--- config.mk ---
export PLATFORM = sky130hd
export DESIGN_NAME = three_stage_battery_charge_controller
export DESIGN_NICKNAME = d
export VERILOG_FILES = /design/src/rtl/tsbcc_pkg.sv /design/src/rtl/tsbcc_step.sv /design/src/rtl/three_stage_battery_charge_controller.sv
export SDC_FILE = /design/constraint.sdc
export NUM_CORES = 1
export LEC_CHECK = 0
export BUFFER_PORTS_ARGS = -buffer_cell sky130_fd_sc_hd__buf_2
export CORE_MARGIN = 1
export CORE_UTILIZATION = 46
export CTS_CLUSTER_DIAMETER = 120
export CTS_CLUSTER_SIZE = 20
export DETAILED_ROUTE_END_ITERATION = 8
export PLACE_DENSITY = 0.62
export SYNTH_ARGS = -nofsm -noshare
export SYNTH_HDL_FRONTEND = slang
export SYNTH_SLANG_ARGS = --single-unit
--- constraint.sdc ---
create_clock -name clk -period 5.69 [get_ports clk]
set_input_delay 0.8535 -clock clk [delete_from_list [all_inputs] [get_ports clk]]
set_output_delay 0.8535 -clock clk [all_outputs]
set_load 0.01 [all_outputs]
--- src/rtl/tsbcc_pkg.sv ---
// Shared types, widths and reset values for the three-stage battery charge controller.
package tsbcc_pkg;

	// Default sizes of the timers and of the voltage sample.
	localparam int TIMER_BITS_DEF  = 32;
	localparam int SAMPLE_BITS_DEF = 24;

	// Fixed field widths.
	localparam int VOLT_W     = 24;
	localparam int PERIOD_W   = 32;
	localparam int LIMIT_W    = 24;
	localparam int DUTY_W     = 25;
	localparam int STAGE_W    = 3;
	localparam int CFG_IDX_W  = 3;
	localparam int CFG_DATA_W = 32;

	// Register reset values.
	localparam logic [VOLT_W-1:0]   BULK_VOLTAGE_RST   = VOLT_W'(2413796);
	localparam logic [VOLT_W-1:0]   FLOAT_VOLTAGE_RST  = VOLT_W'(2103450);
	localparam logic [PERIOD_W-1:0] FLOAT_PERIOD_RST   = PERIOD_W'(432000000);
	localparam logic [PERIOD_W-1:0] MAX_ABSORPTION_RST = PERIOD_W'(432000000);
	localparam logic [LIMIT_W-1:0]  DUTY_LIMIT_RST     = LIMIT_W'(8220835);

	// Charge stages, in the encoding shown on the stage output.
	typedef enum logic [STAGE_W-1:0] {
		STG_START      = 3'd0,
		STG_DUMP       = 3'd1,
		STG_BULK_SETUP = 3'd2,
		STG_BULK       = 3'd3,
		STG_ABSORB     = 3'd4,
		STG_FLOAT      = 3'd5
	} stage_t;

	// Configuration register indexes.
	typedef enum logic [CFG_IDX_W-1:0] {
		CFG_CHARGE_ENABLE  = 3'd0,
		CFG_BULK_VOLTAGE   = 3'd1,
		CFG_FLOAT_VOLTAGE  = 3'd2,
		CFG_FLOAT_PERIOD   = 3'd3,
		CFG_MAX_ABSORPTION = 3'd4,
		CFG_DUTY_LIMIT     = 3'd5
	} cfg_idx_t;

	// Configuration register file.
	typedef struct packed {
		logic                charge_enable;
		logic [VOLT_W-1:0]   bulk_voltage;
		logic [VOLT_W-1:0]   float_voltage;
		logic [PERIOD_W-1:0] float_period;
		logic [PERIOD_W-1:0] max_absorption;
		logic [LIMIT_W-1:0]  duty_limit;
	} cfg_t;

	localparam cfg_t CFG_RESET = '{
		charge_enable:  1'b0,
		bulk_voltage:   BULK_VOLTAGE_RST,
		float_voltage:  FLOAT_VOLTAGE_RST,
		float_period:   FLOAT_PERIOD_RST,
		max_absorption: MAX_ABSORPTION_RST,
		duty_limit:     DUTY_LIMIT_RST
	};

	// Control state carried from one tick to the next (timers travel apart).
	typedef struct packed {
		stage_t                    stage;
		logic signed [DUTY_W-1:0]  duty;
		logic                      pwm_on;
	} ctl_t;

	// One result item.
	typedef struct packed {
		logic signed [DUTY_W-1:0] duty;
		logic                     pwm_on;
		logic                     led_toggle;
		stage_t                   stage;
		logic                     active;
	} res_t;

endpackage

--- src/rtl/tsbcc_step.sv ---
// Next-state and result logic for one control tick of the charge controller.
module tsbcc_step #(
	parameter int TIMER_BITS  = tsbcc_pkg::TIMER_BITS_DEF,
	parameter int SAMPLE_BITS = tsbcc_pkg::SAMPLE_BITS_DEF
) (
	input  tsbcc_pkg::cfg_t         cfg,
	input  logic [SAMPLE_BITS-1:0]  sample,
	input  tsbcc_pkg::ctl_t         cur,
	input  logic [TIMER_BITS-1:0]   bulk_ticks,
	input  logic [TIMER_BITS-1:0]   absorb_ticks,
	input  logic [TIMER_BITS-1:0]   float_ticks,
	output tsbcc_pkg::ctl_t         nxt,
	output logic [TIMER_BITS-1:0]   bulk_ticks_nxt,
	output logic [TIMER_BITS-1:0]   absorb_ticks_nxt,
	output logic [TIMER_BITS-1:0]   float_ticks_nxt,
	output tsbcc_pkg::res_t         res
);

	localparam int CMP_W = (SAMPLE_BITS > tsbcc_pkg::VOLT_W) ? SAMPLE_BITS : tsbcc_pkg::VOLT_W;
	localparam int PW    = (TIMER_BITS + 3 > tsbcc_pkg::PERIOD_W) ?
		TIMER_BITS + 3 : tsbcc_pkg::PERIOD_W;
	localparam int DX_W  = tsbcc_pkg::DUTY_W + 1;
	localparam int DW    = tsbcc_pkg::DUTY_W;

	logic                    below_bulk;
	logic                    below_float;
	logic signed [DX_W-1:0]  duty_x;
	logic signed [DX_W-1:0]  lim_x;
	logic signed [DX_W-1:0]  neg_lim_x;
	logic signed [DX_W-1:0]  up_x;
	logic signed [DX_W-1:0]  dn_x;
	logic signed [DW-1:0]    duty_up;
	logic signed [DW-1:0]    duty_dn;
	logic [PW-1:0]           bulk_x;
	logic [PW-1:0]           five_x;
	logic [PW-1:0]           maxabs_x;
	logic [PW-1:0]           tmask_x;
	logic [PW-1:0]           cap1_x;
	logic [PW-1:0]           cap2_x;
	logic [PW-1:0]           fper_x;
	logic [TIMER_BITS-1:0]   absorb_load;
	logic [TIMER_BITS-1:0]   float_load;
	tsbcc_pkg::stage_t       work_stage;
	logic                    led;

	// Voltage compares against the two thresholds.
	assign below_bulk  = CMP_W'(sample) < CMP_W'(cfg.bulk_voltage);
	assign below_float = CMP_W'(sample) < CMP_W'(cfg.float_voltage);

	// Duty steps of one LSB, saturated at plus or minus the limit.
	assign duty_x    = $signed({cur.duty[DW-1], cur.duty});
	assign lim_x     = $signed({{(DX_W - tsbcc_pkg::LIMIT_W){1'b0}}, cfg.duty_limit});
	assign neg_lim_x = -lim_x;
	assign up_x      = duty_x + $signed(DX_W'(1));
	assign dn_x      = duty_x - $signed(DX_W'(1));
	assign duty_up   = (up_x > lim_x) ? lim_x[DW-1:0] : up_x[DW-1:0];
	assign duty_dn   = (dn_x < neg_lim_x) ? neg_lim_x[DW-1:0] : dn_x[DW-1:0];

	// Absorption time is five times the bulk time, capped by the register and the timer width.
	assign bulk_x      = PW'(bulk_ticks);
	assign five_x      = (bulk_x << 2) + bulk_x;
	assign maxabs_x    = PW'(cfg.max_absorption);
	assign tmask_x     = PW'({TIMER_BITS{1'b1}});
	assign cap1_x      = (five_x > maxabs_x) ? maxabs_x : five_x;
	assign cap2_x      = (cap1_x > tmask_x) ? tmask_x : cap1_x;
	assign absorb_load = cap2_x[TIMER_BITS-1:0];

	// The float period is fitted to the timer width.
	assign fper_x     = PW'(cfg.float_period);
	assign float_load = fper_x[TIMER_BITS-1:0];

	// Charge state machine: one tick per item, frozen while disabled.
	always_comb begin
		nxt              = cur;
		bulk_ticks_nxt   = bulk_ticks;
		absorb_ticks_nxt = absorb_ticks;
		float_ticks_nxt  = float_ticks;
		led              = 1'b0;
		work_stage       = cur.stage;
		if (cfg.charge_enable) begin
			// Start enables the PWM and runs dump in the same tick.
			if (cur.stage == tsbcc_pkg::STG_START) begin
				nxt.pwm_on = 1'b1;
				work_stage = tsbcc_pkg::STG_DUMP;
			end
			nxt.stage = work_stage;
			unique case (work_stage)
				tsbcc_pkg::STG_DUMP: begin
					if (below_bulk) begin
						nxt.stage = tsbcc_pkg::STG_BULK_SETUP;
						led       = 1'b1;
					end else begin
						nxt.duty = duty_up;
					end
				end
				tsbcc_pkg::STG_BULK_SETUP: begin
					bulk_ticks_nxt = '0;
					nxt.pwm_on     = 1'b0;
					nxt.stage      = tsbcc_pkg::STG_BULK;
				end
				tsbcc_pkg::STG_BULK: begin
					if (below_bulk) begin
						if (bulk_ticks != {TIMER_BITS{1'b1}}) begin
							bulk_ticks_nxt = bulk_ticks + TIMER_BITS'(1);
						end
					end else begin
						absorb_ticks_nxt = absorb_load;
						nxt.stage        = tsbcc_pkg::STG_ABSORB;
						led              = 1'b1;
					end
				end
				tsbcc_pkg::STG_ABSORB: begin
					nxt.pwm_on = 1'b1;
					nxt.duty   = below_bulk ? duty_dn : duty_up;
					if (absorb_ticks <= TIMER_BITS'(1)) begin
						absorb_ticks_nxt = '0;
						nxt.stage        = tsbcc_pkg::STG_FLOAT;
						float_ticks_nxt  = float_load;
					end else begin
						absorb_ticks_nxt = absorb_ticks - TIMER_BITS'(1);
					end
				end
				tsbcc_pkg::STG_FLOAT: begin
					nxt.duty = below_float ? duty_dn : duty_up;
					if (float_ticks <= TIMER_BITS'(1)) begin
						float_ticks_nxt = '0;
						nxt.stage       = tsbcc_pkg::STG_DUMP;
					end else begin
						float_ticks_nxt = float_ticks - TIMER_BITS'(1);
					end
				end
				default: begin
				end
			endcase
		end
	end

	// Result item: duty is shown only on ticks that ran the controller.
	always_comb begin
		res.duty       = cfg.charge_enable ? nxt.duty : '0;
		res.pwm_on     = nxt.pwm_on;
		res.led_toggle = led;
		res.stage      = nxt.stage;
		res.active     = cfg.charge_enable;
	end

endmodule

--- src/rtl/three_stage_battery_charge_controller.sv ---
// Top level of the three-stage battery charge controller.
// Each bus-voltage item steps the charger (dump, bulk, absorption, float) by one
// control tick and yields exactly one result item. An item is registered on entry,
// the whole tick is worked out combinationally between that input register and the
// result register, and the charge state is updated in the same cycle, so one item
// is taken every clock while the result is not stalled, a rate set by the loop
// through the state registers. Its result is loaded into the result register when
// the item advances from the input register; a stalled result holds the input
// register and, through it, the input. Write the configuration registers only
// while no item is in flight; charge_enable at zero freezes all charge state and
// reports inactive results.
module three_stage_battery_charge_controller #(
	parameter int TIMER_BITS  = tsbcc_pkg::TIMER_BITS_DEF,
	parameter int SAMPLE_BITS = tsbcc_pkg::SAMPLE_BITS_DEF
) (
	input  logic                                   clk,
	input  logic                                   arst_n,
	// Configuration write channel
	input  logic                                   cfg_valid,
	output logic                                   cfg_ready,
	input  logic [tsbcc_pkg::CFG_IDX_W-1:0]        cfg_index,
	input  logic [tsbcc_pkg::CFG_DATA_W-1:0]       cfg_data,
	// Sample channel
	input  logic                                   in_valid,
	output logic                                   in_stall,
	input  logic [SAMPLE_BITS-1:0]                 bus_voltage,
	// Result channel
	output logic                                   out_valid,
	input  logic                                   out_stall,
	output logic signed [tsbcc_pkg::DUTY_W-1:0]    duty,
	output logic                                   pwm_on,
	output logic                                   led_toggle,
	output logic [tsbcc_pkg::STAGE_W-1:0]          stage,
	output logic                                   active
);

	tsbcc_pkg::cfg_t        cfg_q;
	tsbcc_pkg::ctl_t        ctl_q;
	tsbcc_pkg::ctl_t        ctl_nxt;
	tsbcc_pkg::res_t        res_nxt;
	tsbcc_pkg::res_t        res_s2;
	logic [TIMER_BITS-1:0]  bulk_ticks_q;
	logic [TIMER_BITS-1:0]  absorb_ticks_q;
	logic [TIMER_BITS-1:0]  float_ticks_q;
	logic [TIMER_BITS-1:0]  bulk_ticks_nxt;
	logic [TIMER_BITS-1:0]  absorb_ticks_nxt;
	logic [TIMER_BITS-1:0]  float_ticks_nxt;
	logic                   valid_s1;
	logic [SAMPLE_BITS-1:0] bus_voltage_s1;
	logic                   valid_s2;
	logic                   advance;
	logic                   in_take;
	logic                   out_take;

	// Handshake: an item moves on when the result register is free or being emptied.
	assign advance   = valid_s1 && (!valid_s2 || !out_stall);
	assign in_stall  = valid_s1 && !advance;
	assign in_take   = in_valid && !in_stall;
	assign out_take  = valid_s2 && !out_stall;
	assign cfg_ready = 1'b1;

	// Configuration registers.
	always_ff @(posedge clk or negedge arst_n) begin
		if (!arst_n) begin
			cfg_q <= tsbcc_pkg::CFG_RESET;
		end else if (cfg_valid && cfg_ready) begin
			unique case (tsbcc_pkg::cfg_idx_t'(cfg_index))
				tsbcc_pkg::CFG_CHARGE_ENABLE:  cfg_q.charge_enable  <= cfg_data[0];
				tsbcc_pkg::CFG_BULK_VOLTAGE:   cfg_q.bulk_voltage   <= cfg_data[tsbcc_pkg::VOLT_W-1:0];
				tsbcc_pkg::CFG_FLOAT_VOLTAGE:  cfg_q.float_voltage  <= cfg_data[tsbcc_pkg::VOLT_W-1:0];
				tsbcc_pkg::CFG_FLOAT_PERIOD:   cfg_q.float_period   <= cfg_data[tsbcc_pkg::PERIOD_W-1:0];
				tsbcc_pkg::CFG_MAX_ABSORPTION: cfg_q.max_absorption <= cfg_data[tsbcc_pkg::PERIOD_W-1:0];
				tsbcc_pkg::CFG_DUTY_LIMIT:     cfg_q.duty_limit     <= cfg_data[tsbcc_pkg::LIMIT_W-1:0];
				default: begin
				end
			endcase
		end
	end

	// Input register.
	always_ff @(posedge clk or negedge arst_n) begin
		if (!arst_n) begin
			valid_s1 <= 1'b0;
		end else if (advance || !valid_s1) begin
			valid_s1 <= in_valid;
		end
	end

	always_ff @(posedge clk) begin
		if (in_take) begin
			bus_voltage_s1 <= bus_voltage;
		end
	end

	// One control tick.
	tsbcc_step #(
		.TIMER_BITS  (TIMER_BITS),
		.SAMPLE_BITS (SAMPLE_BITS)
	) u_step (
		.cfg              (cfg_q),
		.sample           (bus_voltage_s1),
		.cur              (ctl_q),
		.bulk_ticks       (bulk_ticks_q),
		.absorb_ticks     (absorb_ticks_q),
		.float_ticks      (float_ticks_q),
		.nxt              (ctl_nxt),
		.bulk_ticks_nxt   (bulk_ticks_nxt),
		.absorb_ticks_nxt (absorb_ticks_nxt),
		.float_ticks_nxt  (float_ticks_nxt),
		.res              (res_nxt)
	);

	// Charge state registers, updated once per item.
	always_ff @(posedge clk or negedge arst_n) begin
		if (!arst_n) begin
			ctl_q.stage    <= tsbcc_pkg::STG_START;
			ctl_q.duty     <= '0;
			ctl_q.pwm_on   <= 1'b0;
			bulk_ticks_q   <= '0;
			absorb_ticks_q <= '0;
			float_ticks_q  <= '0;
		end else if (advance) begin
			ctl_q          <= ctl_nxt;
			bulk_ticks_q   <= bulk_ticks_nxt;
			absorb_ticks_q <= absorb_ticks_nxt;
			float_ticks_q  <= float_ticks_nxt;
		end
	end

	// Result register.
	always_ff @(posedge clk or negedge arst_n) begin
		if (!arst_n) begin
			valid_s2 <= 1'b0;
		end else if (advance) begin
			valid_s2 <= 1'b1;
		end else if (out_take) begin
			valid_s2 <= 1'b0;
		end
	end

	always_ff @(posedge clk) begin
		if (advance) begin
			res_s2 <= res_nxt;
		end
	end

	assign out_valid  = valid_s2;
	assign duty       = res_s2.duty;
	assign pwm_on     = res_s2.pwm_on;
	assign led_toggle = res_s2.led_toggle;
	assign stage      = res_s2.stage;
	assign active     = res_s2.active;

	// An item that moves on always lands in the result register.
	a_advance_fills: assert property (@(posedge clk) disable iff (!arst_n)
		advance |=> valid_s2)
		else $error("item advanced but no result was registered");

	// The input side is held back only by a result that waits.
	a_stall_cause: assert property (@(posedge clk) disable iff (!arst_n)
		in_stall |-> (valid_s2 && out_stall && valid_s1))
		else $error("input stalled without a waiting result");

	// A tick taken while disabled leaves the charge state untouched.
	a_frozen: assert property (@(posedge clk) disable iff (!arst_n)
		(advance && !cfg_q.charge_enable) |=>
		($stable(ctl_q) && $stable(bulk_ticks_q) && $stable(absorb_ticks_q)
		&& $stable(float_ticks_q)))
		else $error("charge state changed while disabled");

	// Leaving dump always lands in bulk setup with the LED pulse.
	a_dump_exit: assert property (@(posedge clk) disable iff (!arst_n)
		(advance && cfg_q.charge_enable && ctl_q.stage == tsbcc_pkg::STG_DUMP
		&& ctl_nxt.stage != tsbcc_pkg::STG_DUMP) |=>
		(res_s2.led_toggle && ctl_q.stage == tsbcc_pkg::STG_BULK_SETUP))
		else $error("dump stage exit went astray");

endmodule
After elaboration in Yosys (flattened, before gate mapping) --
Index checks and enable logic that the tools add are counted.
Cells by class: add/subtract/negate cells 7, magnitude comparators 8, equal/unequal tests 15, mux-type cells 32, reductions and logical operators 26
Operator list (number):
- $mux W32 | 7
- $pmux W32 S2 | 3
- $mux W25 | 5
- $pmux W25 S3 | 1
- $le A32 B1 Y1 const B | 2
- $sub A32 B1 Y32 const B | 2
- $lt A24 B24 Y1 | 2
- $add A34 B32 Y35 | 1
- $gt A35 B32 Y1 | 1
- $gt A35 B32 Y1 const B | 1
- $mux W35 | 1
- $add A32 B1 Y32 const B | 1
- $ne A32 B32 Y1 const B | 1
- $mux W29 | 1
- $add A25 B2 Y26 const B | 1
- $gt A26 B25 Y1 | 1
- $lt A26 B26 Y1 | 1
- $neg A24 Y26 | 1
- $sub A25 B2 Y26 const B | 1
- $mux W3 | 6
- $pmux W3 S5 | 1
- $eq A3 B2 Y1 const B | 4
- $eq A3 B3 Y1 const B | 4
- $reduce_and A2 Y1 | 6
- other kinds (12) | 33
Storage, ports and cells: bits in registers 319, bits of input ports 64

Logic depth before layout (Yosys ltp) --
depth in word-level cells 7, gate-level depth with buffers 23, gate-level depth less buffers 20

Cells and area by module --
A second synthesis with hierarchy kept.
Second synthesis, totals: cell total of the unflattened synthesis 2438, area total of the unflattened synthesis 23339.9 µm²
By module, submodules not included:
- three_stage_battery_charge_controller | times used 1, cells each 624, area an instance 11898.9 µm², seq. area each 8330.5 µm²
- tsbcc_step | times used 1, cells each 1814, area an instance 11441.0 µm², seq. area each 0.0 µm²

Least setup slack after synthesis --
No wires, ideal clock.
kind reg-to-reg, from register cfg_q[4] (netlist name), to register res_s2 (netlist bit duty[16]), data pin, arrival time 4.661 ns, path slack 0.758 ns, cell stages (with the launch flop) 18, path through dfrtp_1 -> nor4_1 -> nand4_1 -> nor4_1 -> and3_1 -> xnor2_1 -> inv_1 -> ha_1 -> a21o_1 -> a211o_1 -> a41oi_1 -> nand2_1 -> o31ai_1 -> mux2i_1 -> clkbuf_1 -> mux2i_1 -> o32a_1 -> a21oi_1
On the way: cells in the longest elaborated chain, start to end 6
RTL lines:
- start: declaration | line three_stage_battery_charge_controller.sv:37 | tsbcc_pkg::cfg_t cfg_q;
- start signal: assignment | line three_stage_battery_charge_controller.sv:65 | cfg_q <= tsbcc_pkg::CFG_RESET;
- $neg A24 Y26 | line tsbcc_step.sv:53 | assign neg_lim_x = -lim_x;
- $lt A26 B26 Y1 | line tsbcc_step.sv:57 | assign duty_dn = (dn_x < neg_lim_x) ? neg_lim_x[DW-1:0] : dn_x[DW-1:0];
- $mux W25 | line tsbcc_step.sv:57
- $mux W25, on equally long branches | line tsbcc_step.sv:124, tsbcc_step.sv:114
- $pmux W25 S3 * | line tsbcc_step.sv:87 | unique case (work_stage)
- $mux W29 * | line tsbcc_step.sv:80 | if (cfg.charge_enable) begin
- end signal: assignment | line three_stage_battery_charge_controller.sv:143 | res_s2 <= res_nxt;
- end: declaration | line three_stage_battery_charge_controller.sv:41 | tsbcc_pkg::res_t res_s2;
Every way passes the cells marked *; elsewhere a longest branch is shown, timed or not. A chain may end at the register's enable or synchronous reset.

Worst setup path in the final report --
from register bulk_ticks_q[2], to register absorb_ticks_q[6]
On the way: cells in the longest elaborated chain, start to end 7
RTL lines:
- start: declaration | line three_stage_battery_charge_controller.sv:42 | logic [TIMER_BITS-1:0] bulk_ticks_q;
- start signal: assignment | line three_stage_battery_charge_controller.sv:124 | bulk_ticks_q <= bulk_ticks_nxt;
- $add A34 B32 Y35 * | line tsbcc_step.sv:61 | assign five_x = (bulk_x << 2) + bulk_x;
- $gt A35 B32 Y1 | line tsbcc_step.sv:64 | assign cap1_x = (five_x > maxabs_x) ? maxabs_x : five_x;
- $mux W35 * | line tsbcc_step.sv:64
- $gt A35 B32 Y1 | line tsbcc_step.sv:65 | assign cap2_x = (cap1_x > tmask_x) ? tmask_x : cap1_x;
- $mux W32 * | line tsbcc_step.sv:65
- $mux W32 * | line tsbcc_step.sv:102 | if (below_bulk) begin
- $pmux W32 S2 * | line tsbcc_step.sv:87
- end signal: assignment | line three_stage_battery_charge_controller.sv:125 | absorb_ticks_q <= absorb_ticks_nxt;
- end: declaration | line three_stage_battery_charge_controller.sv:43 | logic [TIMER_BITS-1:0] absorb_ticks_q;
Every way passes the cells marked *; elsewhere a longest branch is shown, timed or not. The select of a mux whose other input is x is not followed.

==> impl_metrics.tcl <==
set metrics [dict create \
    grt_pass1_vias 17774 \
    min_period_ps 5318 \
    muxShareOfSynthArea_pct 6.157 \
    grt_max_degree 127 \
    finish.utilization_pct 50.67 \
    arrival_ps 5730 \
    area_delta_synth_final_pct 7.567 \
    ys_ff_latch 319 \
    ctsRootBufferMaster "clkbuf_16" \
    dp_hpwl_um 47190 \
    nFillCells 4286 \
    power.total_mw 9.425 \
    worst_slew_pin_slew_ps 1318 \
    vias_per_cell 5.933 \
    synthFlopType "dfrtp_1" \
    crit_path_start_kind "flip-flop" \
    timing.final.crit_share_pct 93.46 \
    syn_area_per_cell_um2 8.946 \
    syn-num-nets 2640 \
    synth_top_family_by_area "compound AO/OA/AOI/OAI gates" \
    synth_xor_area_share_pct 5.113 \
    cts_made_buffers 19 \
    slew_headroom_pct 11.61 \
    seq_area_frac_synth_pct 38.64 \
    synth_top_area_share_pct 23.91 \
    synth_edf_count 55 \
    worstPathCellList "ha_1 > fa_1 > a211oi_2 > o21ai_0 > a211o_1 > a21boi_1 > o21ai_0 > a311oi_1 > xnor2_1 > ha_1 > a21oi_1 > o21ai_0 > a211oi_1 > nand2_1 > o211ai_1 > nand4_1 > nor4_4 > clkbuf_16 > mux2i_1 > o221ai_1" \
    worstSkewPairLatency_ps 560 \
    io_pins 98 \
    status "completed" \
    postCtsHoldBufs 0 \
    dpl-instance-area_mm2 0.02261 \
    antenna_found_initial 3 \
    rows 78 \
    r2r_slack_ps 370 \
    skew_ps 30.63 \
    worstSetupStartpoint "bulk_ticks_q[2]" \
    worst-path-max-fanout 20 \
    die_area_mm2 0.04774 \
    crit_path_end_kind "flip-flop" \
    drtIter0Drc 1305 \
    slew_violations 0 \
    h-tree-depth 1 \
    path_depth 20 \
    overflow 0 \
    die_y_um 218.5 \
    rr_startpoint "bulk_ticks_q[2]" \
    critical_path_buf_inv_count 1 \
    cellPowerDensity_mw_per_mm2 406.4 \
    routed_wl_um 63980 \
    ir_drop_mv 0.3118 \
    yosys.area_share.simple_pct 17.30 \
    cpMostUsedCell "o21ai_0" \
    yosys_warnings 0 \
    setup_viol 0 \
    async_reset_ff_share_pct 82.76 \
    antenna_left 0 \
    track_usage_pct 27.00 \
    cts_tree "done" \
    clk_path_buf_depth 3 \
    coreArea_mm2 0.04577 \
    endpoint "absorb_ticks_q[6]" \
    num-nets-final 2678 \
    synth_area_mm2 0.02156 \
    final_common_cell "nand2_1" \
    rr_worst_depth 20 \
    cpLargestDelayFamily "compound AO/OA/AOI/OAI gates" \
    synth.distinct_cells 90 \
    cts_sinks 319 \
    yosysTopAreaCell "dfrtp_1" \
    p_leak_nw 10.18 \
    start_util_pct 47.11 \
    via_count 18168 \
    drcViolationCount 0 \
    cp_slowest_cell "dfrtp_1" \
    grt_pass1_wl_um 100200 \
    final_cell_area_mm2 0.02319 \
    required_ps 6100 \
    yosys-top-cells-area "dfrtp_1, ha_1, edfxtp_1, dfstp_2, nand2_1" \
    maxCapViolations 0 \
    hold_class "input pin to asynchronous set/reset pin" \
    layout_common_cells "nand2_1, dfrtp_1, nor2_1, o21ai_0, inv_1" \
    synth_compound_area_share_pct 17.65 \
    drt_pass1_iterations 5 \
    path_clk_slew_ps 90 \
    fmax_mhz 188.1 \
    dieWidth_um 218.5 \
    layout-drive-gt1-share_pct 13.29 \
    criticalPathCategory "flip-flop to flip-flop" \
    io_buffers 96 \
    final_hold_viol_count 0 \
    wl_per_cell_um 20.89 \
    reg2reg_to "absorb_ticks_q[6]" \
    crit_path_max_incr_delay_ps 470 \
    synth_fa_ha_area_share_pct 9.668 \
    syn_inst 2410 \
    gp_congestion 0.9512 \
    fin_setup_tns_ps 0 \
]
[layer usage]
metal | track usage, % | vias to the layer above | routed length (um)
met5 | 0 | - | 0
met4 | 9.767 | 0 | 2439
met3 | 2.853 | 129 | 3546
met2 | 44.72 | 537 | 29640
met1 | 36.40 | 8792 | 28350
li1 | - | 8710 | -
[logic make-up after synthesis]
| family | after synthesis |
|---|---|
| mux | 124 |
| xor+xnor | 125 |
| fa+ha+maj | 166 |
| simple gates | 775 |
| compound gates | 613 |
| buf+inv | 287 |
| flops | 319 |
| other cells | 1 |
[layout make-up]
class	instances	area (um2)	area share, %
flip-flops and latches	319	8330	35.92
clock inverters	1	8.758	0.03776
inverters	167	626.9	2.703
clock buffers	33	528.0	2.277
diodes	1	2.502	0.01079
repair buffers	137	835.8	3.604
well taps	600	750.7	3.237
multi-input cells	1804	12110	52.21
[timing repair]
item                       4_1_cts  5_1_grt
resized for setup                0        6
setup endpoints to repair        0       32
setup buffers                    0        1
[worst register-to-register path, stage by stage, from the launching register on]
cell	delay, ps
dfrtp_1	470
ha_1	260
fa_1	450
a211oi_2	260
o21ai_0	180
a211o_1	370
a21boi_1	230
o21ai_0	150
a311oi_1	340
xnor2_1	180
ha_1	290
a21oi_1	130
o21ai_0	110
a211oi_1	300
nand2_1	80
o211ai_1	200
nand4_1	170
nor4_4	310
clkbuf_16	290
mux2i_1	260
o221ai_1	150
[cell usage after synthesis (7+ instances only)]
cell        n
ha_1      165
nand4_1    44
nor2b_1    12
or3_1      17
edfxtp_1   55
dfstp_2    58
nor3_1     63
o22ai_1     8
clkbuf_1   82
o21bai_1   10
a31oi_1    12
nand2_1   254
nand3_1    59
a211oi_1   20
a21oi_1   136
nor2_1    188
mux2_2     69
o21ai_0   185
a21o_1     15
or2_2       9
a22oi_1    18
o211ai_1   23
and2_1      8
o32a_1     19
inv_1     166
o221ai_1   12
xnor2_1    82
buf_2      22
o21ai_1    64
and3_1     26
nand2b_1   21
xor2_1     42
and4_1      8
o31ai_1     7
nor4_1     27
mux2i_1    55
a22o_1      9
buf_6       8
a32oi_1    11
o21a_1      7
dfrtp_1   206
[worst min path at each step]
stage,start,to,slack (ps),cells past startpoint
2_1_floorplan,valid_s1,out_valid,460,1
3_3_place_gp,valid_s1,out_valid,480,1
3_5_place_dp,valid_s1,out_valid,480,1
4_1_cts,arst_n,ctl_q[20],350,1
5_1_grt,arst_n,ctl_q[20],380,1
6_report,arst_n,ctl_q[20],320,1
[state kept, by name, summed over array words and instances (netlist names), 3 cells and up]
name / flops
absorb_ticks_q: 32
bulk_ticks_q: 32
bus_voltage_s1: 24
cfg_q: 137
ctl_q: 29
duty: 25
float_ticks_q: 32
stage: 3
[power by group]
group | total, mW | switching, mW | leakage (nW) | internal, mW
Combinational | 4.55 | 2.77 | 6.14 | 1.78
Clock | 1.46 | 0.825 | 0.255 | 0.639
Sequential | 3.41 | 0.513 | 3.79 | 2.90
Total | 9.42 | 4.10 | 10.2 | 5.32
[per-stage QoR]
stage                     cells  setup slack, ps  hold slack [ps]
after detailed placement   3025            233.9            477.1
after global routing       3061           -28.76            383.1
after floorplan            2410            757.5            457.4
after global placement     3025            377.4            476.7
final                      3062            372.4            322.9
after CTS                  3059            189.3            349.4
Note: power is estimated with default switching activity, not from simulation.
